## src/rtl/nlc_pkg.sv

```systemverilog
// ---------------------------------------------------------------------------
// nlc_pkg
// Types and constants shared by the numeric literal classifier modules.
// ---------------------------------------------------------------------------
package nlc_pkg;

   localparam int QUEUE_DEPTH = 4;
   localparam int QUEUE_PTR_W = $clog2(QUEUE_DEPTH);
   localparam int QUEUE_CNT_W = $clog2(QUEUE_DEPTH + 1);

   typedef enum logic [3:0] {
      INT_START = 4'd0,
      INT_ZERO  = 4'd1,
      INT_HEX   = 4'd2,
      INT_BIN   = 4'd3,
      INT_OCT   = 4'd4,
      INT_DEC   = 4'd5,
      INT_U     = 4'd6,
      INT_UL    = 4'd7,
      INT_L     = 4'd8,
      INT_LL    = 4'd9,
      INT_END   = 4'd10,
      INT_DEAD  = 4'd11
   } int_phase_type;

   typedef enum logic [2:0] {
      FIX_BODY = 3'd0,
      FIX_U    = 3'd1,
      FIX_LH   = 3'd2,
      FIX_KR   = 3'd3,
      FIX_DEAD = 3'd4
   } fix_phase_type;

   typedef enum logic [3:0] {
      FLT_START     = 4'd0,
      FLT_ZERO      = 4'd1,
      FLT_DINT      = 4'd2,
      FLT_DFRAC     = 4'd3,
      FLT_HINT      = 4'd4,
      FLT_HFRAC     = 4'd5,
      FLT_EXP0      = 4'd6,
      FLT_EXP       = 4'd7,
      FLT_L         = 4'd8,
      FLT_LL        = 4'd9,
      FLT_FIN       = 4'd10,
      FLT_DEAD      = 4'd11,
      FLT_BODY_DONE = 4'd12
   } flt_phase_type;

   typedef enum logic [1:0] {
      CLASS_INT     = 2'd0,
      CLASS_FIX     = 2'd1,
      CLASS_FLT     = 2'd2,
      CLASS_INVALID = 2'd3
   } lit_class_type;

   // Pre-decoded character; letter flags are case insensitive.
   typedef struct packed {
      logic [7:0] code;
      logic       last;
      logic       dig;
      logic       oct;
      logic       bin;
      logic       zero;
      logic       hexd;
      logic       dot;
      logic       sign;
      logic       ux;
      logic       ub;
      logic       uu;
      logic       ul;
      logic       uh;
      logic       uk;
      logic       ur;
      logic       uf;
      logic       up;
      logic       ue;
   } chr_info_type;

   typedef struct packed {
      logic         valid;
      chr_info_type info;
   } q_head_type;

endpackage

```

## src/rtl/numeric_literal_classifier_unit.sv

```systemverilog
// ---------------------------------------------------------------------------
// numeric_literal_classifier_unit
// Classifies a number token, one character per item, as integer, fixed
// point, floating or invalid.
// ---------------------------------------------------------------------------
// Throughput: one character per cycle while req_stall is low; the recognizers
//    update for each character taken from the queue. An accepted character
//    is written to the queue; the class is registered as the last one leaves.
// Input stalls only when the four-entry queue fills behind a stalled result.
// Reset clears the queue, all recognizer phases and the result valid.
module numeric_literal_classifier_unit
   import nlc_pkg::*;
(
   input  logic       clock,
   input  logic       reset,
   input  logic       req_valid,
   output logic       req_stall,
   input  logic [7:0] req_char_code,
   input  logic       req_is_last,
   output logic       rsp_valid,
   input  logic       rsp_stall,
   output logic [1:0] rsp_literal_class
);

   logic         queue_full;
   logic         push;
   logic         pop;
   chr_info_type push_info;
   q_head_type   head;

   nlc_front u_front (
      .req_valid     (req_valid),
      .req_char_code (req_char_code),
      .req_is_last   (req_is_last),
      .queue_full    (queue_full),
      .req_stall     (req_stall),
      .push          (push),
      .push_info     (push_info)
   );

   nlc_queue u_queue (
      .clock     (clock),
      .reset     (reset),
      .push      (push),
      .push_info (push_info),
      .pop       (pop),
      .full      (queue_full),
      .head      (head)
   );

   nlc_back u_back (
      .clock             (clock),
      .reset             (reset),
      .head              (head),
      .pop               (pop),
      .rsp_valid         (rsp_valid),
      .rsp_stall         (rsp_stall),
      .rsp_literal_class (rsp_literal_class)
   );

endmodule

```

## src/rtl/nlc_front.sv

```systemverilog
// ---------------------------------------------------------------------------
// nlc_front
// Input handshake and character decode ahead of the queue.
// ---------------------------------------------------------------------------
module nlc_front
   import nlc_pkg::*;
(
   input  logic         req_valid,
   input  logic [7:0]   req_char_code,
   input  logic         req_is_last,
   input  logic         queue_full,
   output logic         req_stall,
   output logic         push,
   output chr_info_type push_info
);

   logic [7:0] upper;

   assign upper = (req_char_code >= "a" && req_char_code <= "z") ?
                  (req_char_code - 8'd32) : req_char_code;

   assign req_stall = queue_full;
   assign push      = req_valid && !queue_full;

   always_comb begin
      push_info.code = req_char_code;
      push_info.last = req_is_last;
      push_info.dig  = (req_char_code >= "0") && (req_char_code <= "9");
      push_info.oct  = (req_char_code >= "0") && (req_char_code <= "7");
      push_info.bin  = (req_char_code == "0") || (req_char_code == "1");
      push_info.zero = (req_char_code == "0");
      push_info.hexd = ((req_char_code >= "0") && (req_char_code <= "9")) ||
                       ((upper >= "A") && (upper <= "F"));
      push_info.dot  = (req_char_code == ".");
      push_info.sign = (req_char_code == "+") || (req_char_code == "-");
      push_info.ux   = (upper == "X");
      push_info.ub   = (upper == "B");
      push_info.uu   = (upper == "U");
      push_info.ul   = (upper == "L");
      push_info.uh   = (upper == "H");
      push_info.uk   = (upper == "K");
      push_info.ur   = (upper == "R");
      push_info.uf   = (upper == "F");
      push_info.up   = (upper == "P");
      push_info.ue   = (upper == "E");
   end

endmodule

```

## src/rtl/nlc_queue.sv

```systemverilog
// ---------------------------------------------------------------------------
// nlc_queue
// Small queue of decoded characters between the front and the back.
// ---------------------------------------------------------------------------
module nlc_queue
   import nlc_pkg::*;
(
   input  logic         clock,
   input  logic         reset,
   input  logic         push,
   input  chr_info_type push_info,
   input  logic         pop,
   output logic         full,
   output q_head_type   head
);

   chr_info_type           entry_ff [QUEUE_DEPTH];
   logic [QUEUE_PTR_W-1:0] wr_ptr_ff, wr_ptr_in;
   logic [QUEUE_PTR_W-1:0] rd_ptr_ff, rd_ptr_in;
   logic [QUEUE_CNT_W-1:0] count_ff, count_in;

   assign full       = (count_ff == QUEUE_CNT_W'(QUEUE_DEPTH));
   assign head.valid = (count_ff != '0);
   assign head.info  = entry_ff[rd_ptr_ff];

   always_comb begin
      wr_ptr_in = push ? wr_ptr_ff + 1'b1 : wr_ptr_ff;
      rd_ptr_in = pop ? rd_ptr_ff + 1'b1 : rd_ptr_ff;
      count_in  = count_ff;
      if (push && !pop) begin
         count_in = count_ff + 1'b1;
      end else if (pop && !push) begin
         count_in = count_ff - 1'b1;
      end
   end

   always_ff @(posedge clock) begin
      if (reset) begin
         wr_ptr_ff <= '0;
         rd_ptr_ff <= '0;
         count_ff  <= '0;
      end else begin
         wr_ptr_ff <= wr_ptr_in;
         rd_ptr_ff <= rd_ptr_in;
         count_ff  <= count_in;
      end
   end

   always_ff @(posedge clock) begin
      if (push) begin
         entry_ff[wr_ptr_ff] <= push_info;
      end
   end

endmodule

```

## src/rtl/nlc_back.sv

```systemverilog
// ---------------------------------------------------------------------------
// nlc_back
// The three recognizers, the class decision and the result register.
// ---------------------------------------------------------------------------
module nlc_back
   import nlc_pkg::*;
(
   input  logic        clock,
   input  logic        reset,
   input  q_head_type  head,
   output logic        pop,
   output logic        rsp_valid,
   input  logic        rsp_stall,
   output logic [1:0]  rsp_literal_class
);

   int_phase_type int_ff, int_in;
   fix_phase_type fix_ff, fix_in;
   flt_phase_type flt_ff, flt_in, body_nx, flt_after_nx;
   logic [7:0]    prior_ff, prior_in;
   logic          in_token_ff;
   logic          out_valid_ff, out_valid_in;
   lit_class_type out_class_ff, out_class_in;
   chr_info_type  ch;
   logic          first, in_body, out_free, take, same_prior;

   function automatic fix_phase_type fix_after(fix_phase_type ph, chr_info_type c);
      fix_phase_type res;
      res = FIX_DEAD;
      unique case (ph)
         FIX_BODY: begin
            if (c.uu)              res = FIX_U;
            else if (c.ul || c.uh) res = FIX_LH;
            else if (c.uk || c.ur) res = FIX_KR;
         end
         FIX_U: begin
            if (c.ul || c.uh)      res = FIX_LH;
            else if (c.uk || c.ur) res = FIX_KR;
         end
         FIX_LH: begin
            if (c.uk || c.ur)      res = FIX_KR;
         end
         default: res = FIX_DEAD;
      endcase
      return res;
   endfunction

   assign ch         = head.info;
   assign first      = !in_token_ff;
   assign same_prior = (ch.code == prior_ff);
   assign in_body    = first || (flt_ff <= FLT_EXP);
   assign out_free   = !out_valid_ff || !rsp_stall;
   assign take       = head.valid && (!ch.last || out_free);
   assign pop        = take;

   // Integer recognizer.
   always_comb begin
      int_in = INT_DEAD;
      if (first) begin
         if (ch.zero)     int_in = INT_ZERO;
         else if (ch.dig) int_in = INT_DEC;
      end else begin
         unique case (int_ff)
            INT_ZERO: begin
               if (ch.ux)       int_in = INT_HEX;
               else if (ch.ub)  int_in = INT_BIN;
               else if (ch.oct) int_in = INT_OCT;
               else if (ch.uu)  int_in = INT_U;
               else if (ch.ul)  int_in = INT_L;
            end
            INT_HEX, INT_BIN, INT_OCT, INT_DEC: begin
               if ((int_ff == INT_HEX && ch.hexd) || (int_ff == INT_BIN && ch.bin) ||
                   (int_ff == INT_OCT && ch.oct) || (int_ff == INT_DEC && ch.dig)) begin
                  int_in = int_ff;
               end else if (ch.uu) begin
                  int_in = INT_U;
               end else if (ch.ul) begin
                  int_in = INT_L;
               end
            end
            INT_U: begin
               if (ch.ul) int_in = INT_UL;
            end
            INT_UL: begin
               if (same_prior) int_in = INT_END;
            end
            INT_L: begin
               if (ch.uu)           int_in = INT_END;
               else if (same_prior) int_in = INT_LL;
            end
            INT_LL: begin
               if (ch.uu) int_in = INT_END;
            end
            default: int_in = INT_DEAD;
         endcase
      end
   end

   // Float body move; FLT_BODY_DONE means the character does not continue the body.
   always_comb begin
      body_nx = FLT_BODY_DONE;
      if (first) begin
         if (ch.zero)     body_nx = FLT_ZERO;
         else if (ch.dig) body_nx = FLT_DINT;
         else if (ch.dot) body_nx = FLT_DFRAC;
         else if (ch.ue)  body_nx = FLT_EXP0;
      end else begin
         unique case (flt_ff)
            FLT_ZERO, FLT_DINT: begin
               if (flt_ff == FLT_ZERO && ch.ux) body_nx = FLT_HINT;
               else if (ch.dig)                 body_nx = FLT_DINT;
               else if (ch.dot)                 body_nx = FLT_DFRAC;
               else if (ch.ue)                  body_nx = FLT_EXP0;
            end
            FLT_DFRAC: begin
               if (ch.dig)     body_nx = FLT_DFRAC;
               else if (ch.ue) body_nx = FLT_EXP0;
            end
            FLT_HINT: begin
               if (ch.hexd)     body_nx = FLT_HINT;
               else if (ch.dot) body_nx = FLT_HFRAC;
               else if (ch.up)  body_nx = FLT_EXP0;
            end
            FLT_HFRAC: begin
               if (ch.hexd)    body_nx = FLT_HFRAC;
               else if (ch.up) body_nx = FLT_EXP0;
            end
            FLT_EXP0: begin
               if (ch.sign || ch.dig) body_nx = FLT_EXP;
            end
            FLT_EXP: begin
               if (ch.dig) body_nx = FLT_EXP;
            end
            default: body_nx = FLT_BODY_DONE;
         endcase
      end
   end

   // Float suffix move and the fixed-point recognizer.
   always_comb begin
      flt_after_nx = FLT_DEAD;
      if (in_body) begin
         if (ch.uf)      flt_after_nx = FLT_FIN;
         else if (ch.ul) flt_after_nx = FLT_L;
      end else if (flt_ff == FLT_L) begin
         if (ch.uf)           flt_after_nx = FLT_FIN;
         else if (same_prior) flt_after_nx = FLT_LL;
      end else if (flt_ff == FLT_LL) begin
         if (ch.uf) flt_after_nx = FLT_FIN;
      end

      if (in_body && body_nx != FLT_BODY_DONE) begin
         flt_in = body_nx;
         fix_in = FIX_BODY;
      end else if (in_body) begin
         flt_in = flt_after_nx;
         fix_in = fix_after(FIX_BODY, ch);
      end else begin
         flt_in = flt_after_nx;
         fix_in = fix_after(fix_ff, ch);
      end

      prior_in = prior_ff;
      if (int_in == INT_L || int_in == INT_UL || flt_in == FLT_L) begin
         prior_in = ch.code;
      end
   end

   // Class decision with priority integer, fixed point, float.
   always_comb begin
      if (int_in >= INT_ZERO && int_in <= INT_END) begin
         out_class_in = CLASS_INT;
      end else if (fix_in == FIX_KR) begin
         out_class_in = CLASS_FIX;
      end else if ((flt_in >= FLT_ZERO && flt_in <= FLT_L) || flt_in == FLT_FIN) begin
         out_class_in = CLASS_FLT;
      end else begin
         out_class_in = CLASS_INVALID;
      end

      out_valid_in = out_valid_ff;
      if (take && ch.last) begin
         out_valid_in = 1'b1;
      end else if (!rsp_stall) begin
         out_valid_in = 1'b0;
      end
   end

   always_ff @(posedge clock) begin
      if (reset) begin
         int_ff       <= INT_START;
         fix_ff       <= FIX_BODY;
         flt_ff       <= FLT_START;
         prior_ff     <= '0;
         in_token_ff  <= 1'b0;
         out_valid_ff <= 1'b0;
      end else begin
         out_valid_ff <= out_valid_in;
         if (take) begin
            if (ch.last) begin
               int_ff      <= INT_START;
               fix_ff      <= FIX_BODY;
               flt_ff      <= FLT_START;
               prior_ff    <= '0;
               in_token_ff <= 1'b0;
            end else begin
               int_ff      <= int_in;
               fix_ff      <= fix_in;
               flt_ff      <= flt_in;
               prior_ff    <= prior_in;
               in_token_ff <= 1'b1;
            end
         end
      end
   end

   always_ff @(posedge clock) begin
      if (take && ch.last) begin
         out_class_ff <= out_class_in;
      end
   end

   assign rsp_valid         = out_valid_ff;
   assign rsp_literal_class = out_class_ff;

endmodule

```

## config.mk

```make
export PLATFORM = sky130hd
export DESIGN_NAME = numeric_literal_classifier_unit
export DESIGN_NICKNAME = d
export VERILOG_FILES = /design/src/rtl/nlc_pkg.sv /design/src/rtl/numeric_literal_classifier_unit.sv /design/src/rtl/nlc_front.sv /design/src/rtl/nlc_queue.sv /design/src/rtl/nlc_back.sv
export SDC_FILE = /design/constraint.sdc
export NUM_CORES = 1
export LEC_CHECK = 0
export BUFFER_PORTS_ARGS = -buffer_cell sky130_fd_sc_hd__buf_2
export CAP_MARGIN = 20
export CORE_ASPECT_RATIO = 0.75
export CORE_UTILIZATION = 58
export CTS_BUF_LIST = sky130_fd_sc_hd__clkbuf_16
export DETAILED_ROUTE_END_ITERATION = 6
export PLACE_DENSITY = 0.75
export SYNTH_ARGS = -nofsm -noshare
export SYNTH_HDL_FRONTEND = slang
export SYNTH_SLANG_ARGS = --single-unit
```

## constraint.sdc

```tcl
create_clock -name clock -period 3.94 [get_ports clock]
set_input_delay 0 -clock clock [delete_from_list [all_inputs] [get_ports clock]]
set_output_delay 0 -clock clock [all_outputs]
set_load 0.01 [all_outputs]
```

[Yosys cells after proc, flatten, opt, wreduce, memory -nomap -nowiden]
Memory sizes are Yosys's and may differ from the RTL's. A register that Yosys moved wholly into a read port is not among the register bits.
Index checks and enable logic that the tools add are counted.
Word-level totals
  logic and storage cells: 179
  memories kept: 1
  bits of input ports: 13
  bits in latches: 0
  output and inout bits: 4
  bits in writable memories: 104
  memory bits (read-only): 0
  bits in registers: 30
Cells by class
  shifts and indexed selects: 0
  eq/ne operators: 44
  order comparisons: 12
  reductions and logical operators: 47
  multiplexer cells: 59
  bitwise gates (word level): 0
  multiply operators: 0
  $add $sub $neg: 5
  div/mod/pow operators: 0
Memories
  u_queue.entry_ff: words 4, bits a word 26, read ports 1, clocked after Yosys merged registers in 1, write ports 1, line nlc_queue.sv:17  | chr_info_type entry_ff [QUEUE_DEPTH];
Operators with widths (number)
  4-bit two-way mux: 31
  8-bit by 7-bit == test with 1-bit output (second input constant): 10
  4-bit case mux with 6 select lines: 2
  8-bit by 6-bit == test with 1-bit output (second input constant): 5
  4-bit by 3-bit == test with 1-bit output (second input constant): 9
  4-bit == test (second input constant): 7
  3-bit two-way mux: 8
  8-bit two-way mux: 3
  1-bit logical AND: 17
  4-bit by 2-bit == test with 1-bit output (second input constant): 4
  8-bit by 7-bit greater-or-equal comparator with 1-bit output (second input constant): 2
  8-bit by 6-bit less-or-equal comparator with 1-bit output (second input constant): 2
  8-bit by 7-bit less-or-equal comparator with 1-bit output (second input constant): 2
  1-bit logical OR: 15
  1-bit two-way mux: 10
  3-bit case mux with 3 select lines: 1
  4-bit by 1-bit == test with 1-bit output (second input constant): 2
  8-bit == test: 1
  4-bit by 1-bit greater-or-equal comparator with 1-bit output (second input constant): 2
  8-bit by 6-bit greater-or-equal comparator with 1-bit output (second input constant): 1
  4-bit less-or-equal comparator (second input constant): 2
  2-bit two-way mux: 4
  8-bit by 6-bit subtractor with 8-bit output (second input constant): 1
  1-bit logical NOT: 7
  other kinds (15): 19

[Longest topological paths before layout]
  depth after elaboration: 14
  mapped depth: 15
  mapped depth without buffers: 10

[Modules after synthesis]
A second synthesis with hierarchy kept.
Unflattened totals
  cells, all modules: 501
  area, all modules: 6548.8 um^2
Modules (own cells, without submodules)
  nlc_queue: seq. area each 3303.2 um^2, area each 4227.8 um^2, cells an instance 180, instances 1
  nlc_back: seq. area each 480.5 um^2, area each 1866.8 um^2, cells an instance 245, instances 1
  nlc_front: seq. area each 0.0 um^2, area each 454.2 um^2, cells an instance 76, instances 1

[Least setup slack after synthesis]
No wires, ideal clock.
  path kind: register -> register
  from: reg (tool-made name)
  to: reg u_queue.count_ff[2]
  stages on the path, launching flop included: 16
  path buffers: 5
  library setup time: 70 ps
  slack: 934 ps
  period minus slack after synthesis: 3006 ps
  data required time: 3870 ps
  arrival time: 2936 ps
  cell sequence: dfxtp_1 > buf_4 > buf_6 > buf_6 > buf_6 > mux2i_1 > mux2_2 > o21a_1 > inv_1 > buf_2 > ha_1 > inv_1 > fa_1 > xor2_1 > or3_1 > a21oi_1
RTL lines
  to (signal assigned): line nlc_queue.sv:45  | count_ff <= count_in;
  to (decl): line nlc_queue.sv:20  | logic [QUEUE_CNT_W-1:0] count_ff, count_in;

==> impl_summary.txt <==
----------------------------------------------------
[Setup path]
  Critical R2R Capture ... u_back.prior_ff[7]$_SDFFE_PP0P_
  Required time reported for the critical path endpoint ... 4.21 ns
  Sequence of cells on the critical path ... mux4_2 -> mux2_2 -> and2_4 -> o32ai_4 -> o211ai_1 -> or3_1 -> nand3_1 -> a21oi_1
  Worst setup EP type ... register
  Data arrival, critical path ... between 3 and 4 ns
  FF-to-FF setup slack ... 0.80 ns
  Critical Path Slowest Stage Cell ... sky130_fd_sc_hd__dfxtp_1
  CP max FO ... 12
  Max incr delay on CP ... 0.70 ns
  Sort of element at the start of the critical path ... register
  Crit Path Class ... register to register
  Worst r2r path cells ... 8

[Global route]
  Largest net degree at the start of global routing ... 30
  GRT overflow ... 0
  Number of global-route vias before repair ... roughly 4300
  Global Route Usage Sum ... 26.1%
  Global-route wire length before repair ... about 23000 um
  Number of antenna violations at the first check in global routing ... 0

[Timing]
  Least-Margin Pin Slew ... 0.849 ns
  RSZ-0062 raised after global routing ... no
  Worst clock skew ... 0.00490 ns
  Hold Fails Final Rpt ... 0
  Max-Slew Margin vs Limit ... 42.9%
  Final critical-path share of the clock period ... roughly four fifths
  Final count of pins violating max slew ... 0
  Maximum clock frequency ... 318 MHz
  Number of endpoints failing setup at the final stage ... 0
  Min Hold Slack ... 0.0621 ns
  Final-layout setup total negative slack ... 0 ns
  Time the worst path needs with I/O delays and setup ... 3.14 ns

[Logic synthesis]
  Yosys cell types ... 72
  Synthesized cell area ... 6720 sq um
  Largest cells by area after synthesis ... sky130_fd_sc_hd__edfxtp_1, sky130_fd_sc_hd__dfxtp_1, sky130_fd_sc_hd__mux4_2, sky130_fd_sc_hd__nor2_1, sky130_fd_sc_hd__mux4_1
  Total of warnings raised by yosys ... 0
  Sequential area share after synthesis ... 56.3%
  Most used DFF post-synth ... sky130_fd_sc_hd__edfxtp_1
  Instance count of the mapped netlist ... 524
  Number of enable flip-flop cells after synthesis ... roughly 110
  Average footprint of a synthesized cell ... 12.8 sq um
  Fraction of registers with async set or reset after synthesis ... 0%
  Synth area leader ... sky130_fd_sc_hd__edfxtp_1
  #FFs+latches synth ... 136
  Area share of the leading cell type in the synthesized netlist ... between 40% and 50%
  Net count after synthesis ... 546

[Clock tree]
  Number of buffers inserted during clock tree synthesis ... 17
  Insertion delay to the later sink of the worst-skew pair ... around 0.41 ns
  CTS root buf ... sky130_fd_sc_hd__clkbuf_16
  CTS-repair resized insts ... 0
  Maximum clock path buffer count ... 2
  Setup repair bufs after CTS ... 0
  TritonCTS clock tree ... built
  Clock H-tree levels ... 4
  Clock Sinks ... 136
  Quantity of hold-fixing buffers added after cts ... 10
  Clk pin slew, worst setup/hold paths ... 0.06 ns

[Die]
  DIE AREA ... between 10000 and 15000 sq um
  Vertical die dimension ... 95.2 um
  Number of primary I/O pins ... 17
  Floorplan core area ... 11100 sq um
  Die Span X ... 126 um
  Floorplan row count ... 33
  Initial standard-cell utilization of the core ... 60.5%

[Final layout]
  Design Area, Final ... around 7500 sq um
  Post-route insts no fill ... ~700
  Storage element area ... 3780 sq um
  Most frequent cells in the layout ... sky130_fd_sc_hd__edfxtp_1, sky130_fd_sc_hd__nor2_1, sky130_fd_sc_hd__nand2_1
  FILL cells ... 768
  Most common cell after layout, fill and taps aside ... sky130_fd_sc_hd__edfxtp_1
  Multi-input logic area ... 2660 sq um
  Antenna cell count ... 0
  Area grow syn2layout ... 11.8%
  Share of cells above drive strength 1 ... roughly 18%
  Total number of nets in the final design ... 570

[Routing]
  1st-pass router iterations ... 6
  Drt drc ... 0
  Remaining antenna violation count after routing ... 0
  Wire length per cell ... 20.6 um
  Post-DR vias/cell ... about 6.5
  Starting DRC count in detailed routing ... 563
  Vias after detailed routing ... about 4500
  Wire length after detailed routing ... 14400 um

[Run status]
  Result of the run ... completed

[Placement]
  Port bufs ... 16
  RePlAce Congestion ... between 0.9 and 1
  Total instance count after detailed placement ... 659
  Total cell area at the placement stage ... 6830 sq um
  Half-perimeter wire length after detailed placement ... 9350 um

[Power and ir drop]
  Pleak ... ~2.5 nW
  IR drop worst, VDD ... 0.000413 V
  Power density over the cells ... 705 nW/um^2

[Worst hold path]
  Hold Crit Class ... input port to register
  Endpoint with the worst hold slack ... u_back.int_ff[1]$_SDFFE_PP0P_
  Hold Path Cell Cnt ... 2
  HP Start ... reset

[Run]
  MaxCap Viol Count ... 0

----------------------------------------------------
==> Yosys cell counts (2+ instances only) <==
cell and n:
sky130_fd_sc_hd__a31oi_1 4, sky130_fd_sc_hd__a21o_1 2, sky130_fd_sc_hd__o21a_1 6, sky130_fd_sc_hd__buf_6 9, sky130_fd_sc_hd__nand3_1 16, sky130_fd_sc_hd__nor3b_1 5
sky130_fd_sc_hd__mux4_2 22, sky130_fd_sc_hd__nor3_1 15, sky130_fd_sc_hd__nand4_1 4, sky130_fd_sc_hd__mux2i_1 6, sky130_fd_sc_hd__and2_1 6, sky130_fd_sc_hd__inv_1 17
sky130_fd_sc_hd__mux2_2 2, sky130_fd_sc_hd__nand2b_1 6, sky130_fd_sc_hd__buf_4 4, sky130_fd_sc_hd__xor2_1 5, sky130_fd_sc_hd__dfxtp_1 30, sky130_fd_sc_hd__o31ai_1 3
sky130_fd_sc_hd__a211oi_1 2, sky130_fd_sc_hd__nor4_1 4, sky130_fd_sc_hd__o21ai_0 17, sky130_fd_sc_hd__and3_1 3, sky130_fd_sc_hd__edfxtp_1 106, sky130_fd_sc_hd__mux4_1 6
sky130_fd_sc_hd__or4b_1 2, sky130_fd_sc_hd__o211ai_1 15, sky130_fd_sc_hd__o211a_1 3, sky130_fd_sc_hd__nor2_2 2, sky130_fd_sc_hd__or3b_1 2, sky130_fd_sc_hd__a21oi_1 28
sky130_fd_sc_hd__buf_2 4, sky130_fd_sc_hd__o22ai_1 3, sky130_fd_sc_hd__or3b_2 2, sky130_fd_sc_hd__xnor2_1 10, sky130_fd_sc_hd__or3_1 3, sky130_fd_sc_hd__a211o_1 2
sky130_fd_sc_hd__nor2b_1 6, sky130_fd_sc_hd__ha_1 8, sky130_fd_sc_hd__nand2_1 35, sky130_fd_sc_hd__o21bai_1 2, sky130_fd_sc_hd__a22oi_1 6, sky130_fd_sc_hd__nor2_1 50
sky130_fd_sc_hd__clkbuf_1 12
==> worst max-delay path: cells and delay by family, from the launching register on <==
family,cells,cell delay [ns]
DFF,1,0.70
AOI/OAI and AO/OA,3,0.54
muxes,2,0.87
and+or+nand+nor,3,0.89
==> report_power, final <==
group / internal [mW] / leakage (nW) / switching (mW)
clock: 0.893 / 0.277 / 0.663
sequential: 1.77 / 1.20 / 0.198
combinational: 0.740 / 1.05 / 1.04
total: 3.40 / 2.53 / 1.90
==> cell families (layout without fill, tap and decap cells) <==
kind of cell             Yosys count  after routing  share of synthesized area [%]
adder cells (fa/ha/maj)           10             10                           1.94
AND/OR/NAND/NOR                  171            171                           13.0
buffers and inverters             47             84                           4.10
flip-flops                       136            136                           56.3
multiplexers                      36             36                           10.9
XOR/XNOR                          15             15                           1.95
AO/OA/AOI/OAI                    109            109                           11.8
==> flip-flops by register name, summed over array words and instances (netlist names), named ones only <==
name / count
u_back.fix_ff: 3
u_back.rsp_valid: 1
u_queue.wr_ptr_ff: 2
u_back.prior_ff: 8
u_queue.entry_ff: 104
u_back.int_ff: 4
u_queue.count_ff: 3
u_back.flt_ff: 4
u_back.rsp_literal_class: 2
u_back.in_token_ff: 1
u_queue.rd_ptr_ff: 2
==> final cells by class <==
cell class              instances  share of cell area [%]
clock buffers                  17                    5.66
multi-input cells             341                    35.4
repair buffers                 35                    3.30
clock inverters                15                    2.05
well taps                     140                    2.33
flip-flops and latches        136                    50.4
inverters                      17                   0.849
==> worst max-delay path by stage <==
stage                         from  cells past startpoint                               end
after floorplan           register                     15  u_queue.count_ff[2]$_SDFFE_PP0P_
after global placement    register                      9   u_back.prior_ff[4]$_SDFFE_PP0P_
after detailed placement  register                      8   u_back.prior_ff[2]$_SDFFE_PP0P_
after CTS                 register                      8   u_back.prior_ff[2]$_SDFFE_PP0P_
after global routing      register                      9   u_back.prior_ff[7]$_SDFFE_PP0P_
final                     register                      8   u_back.prior_ff[7]$_SDFFE_PP0P_
==> stage by stage <==
step / setup WS [ns] / util [%] / total power, mW
after floorplan: 0.934 / - / 3.35
after global placement: 0.913 / 61.5 / 3.69
after detailed placement: 0.861 / 61.5 / 3.72
after CTS: 0.802 / 67.6 / 5.28
after global routing: 0.579 / 67.6 / 5.55
final: 0.799 / 67.6 / 5.30
==> routing by layer <==
metal | up-vias | global-route usage, % | wire [um]
li1 | 2053 | - | -
met1 | 2237 | 36.5 | 6440
met2 | 236 | 40.2 | 6520
met3 | 22 | 6.17 | 1260
met4 | 0 | 9.94 | 206
met5 | - | 0 | 0
(Power assumes the default switching activity.)
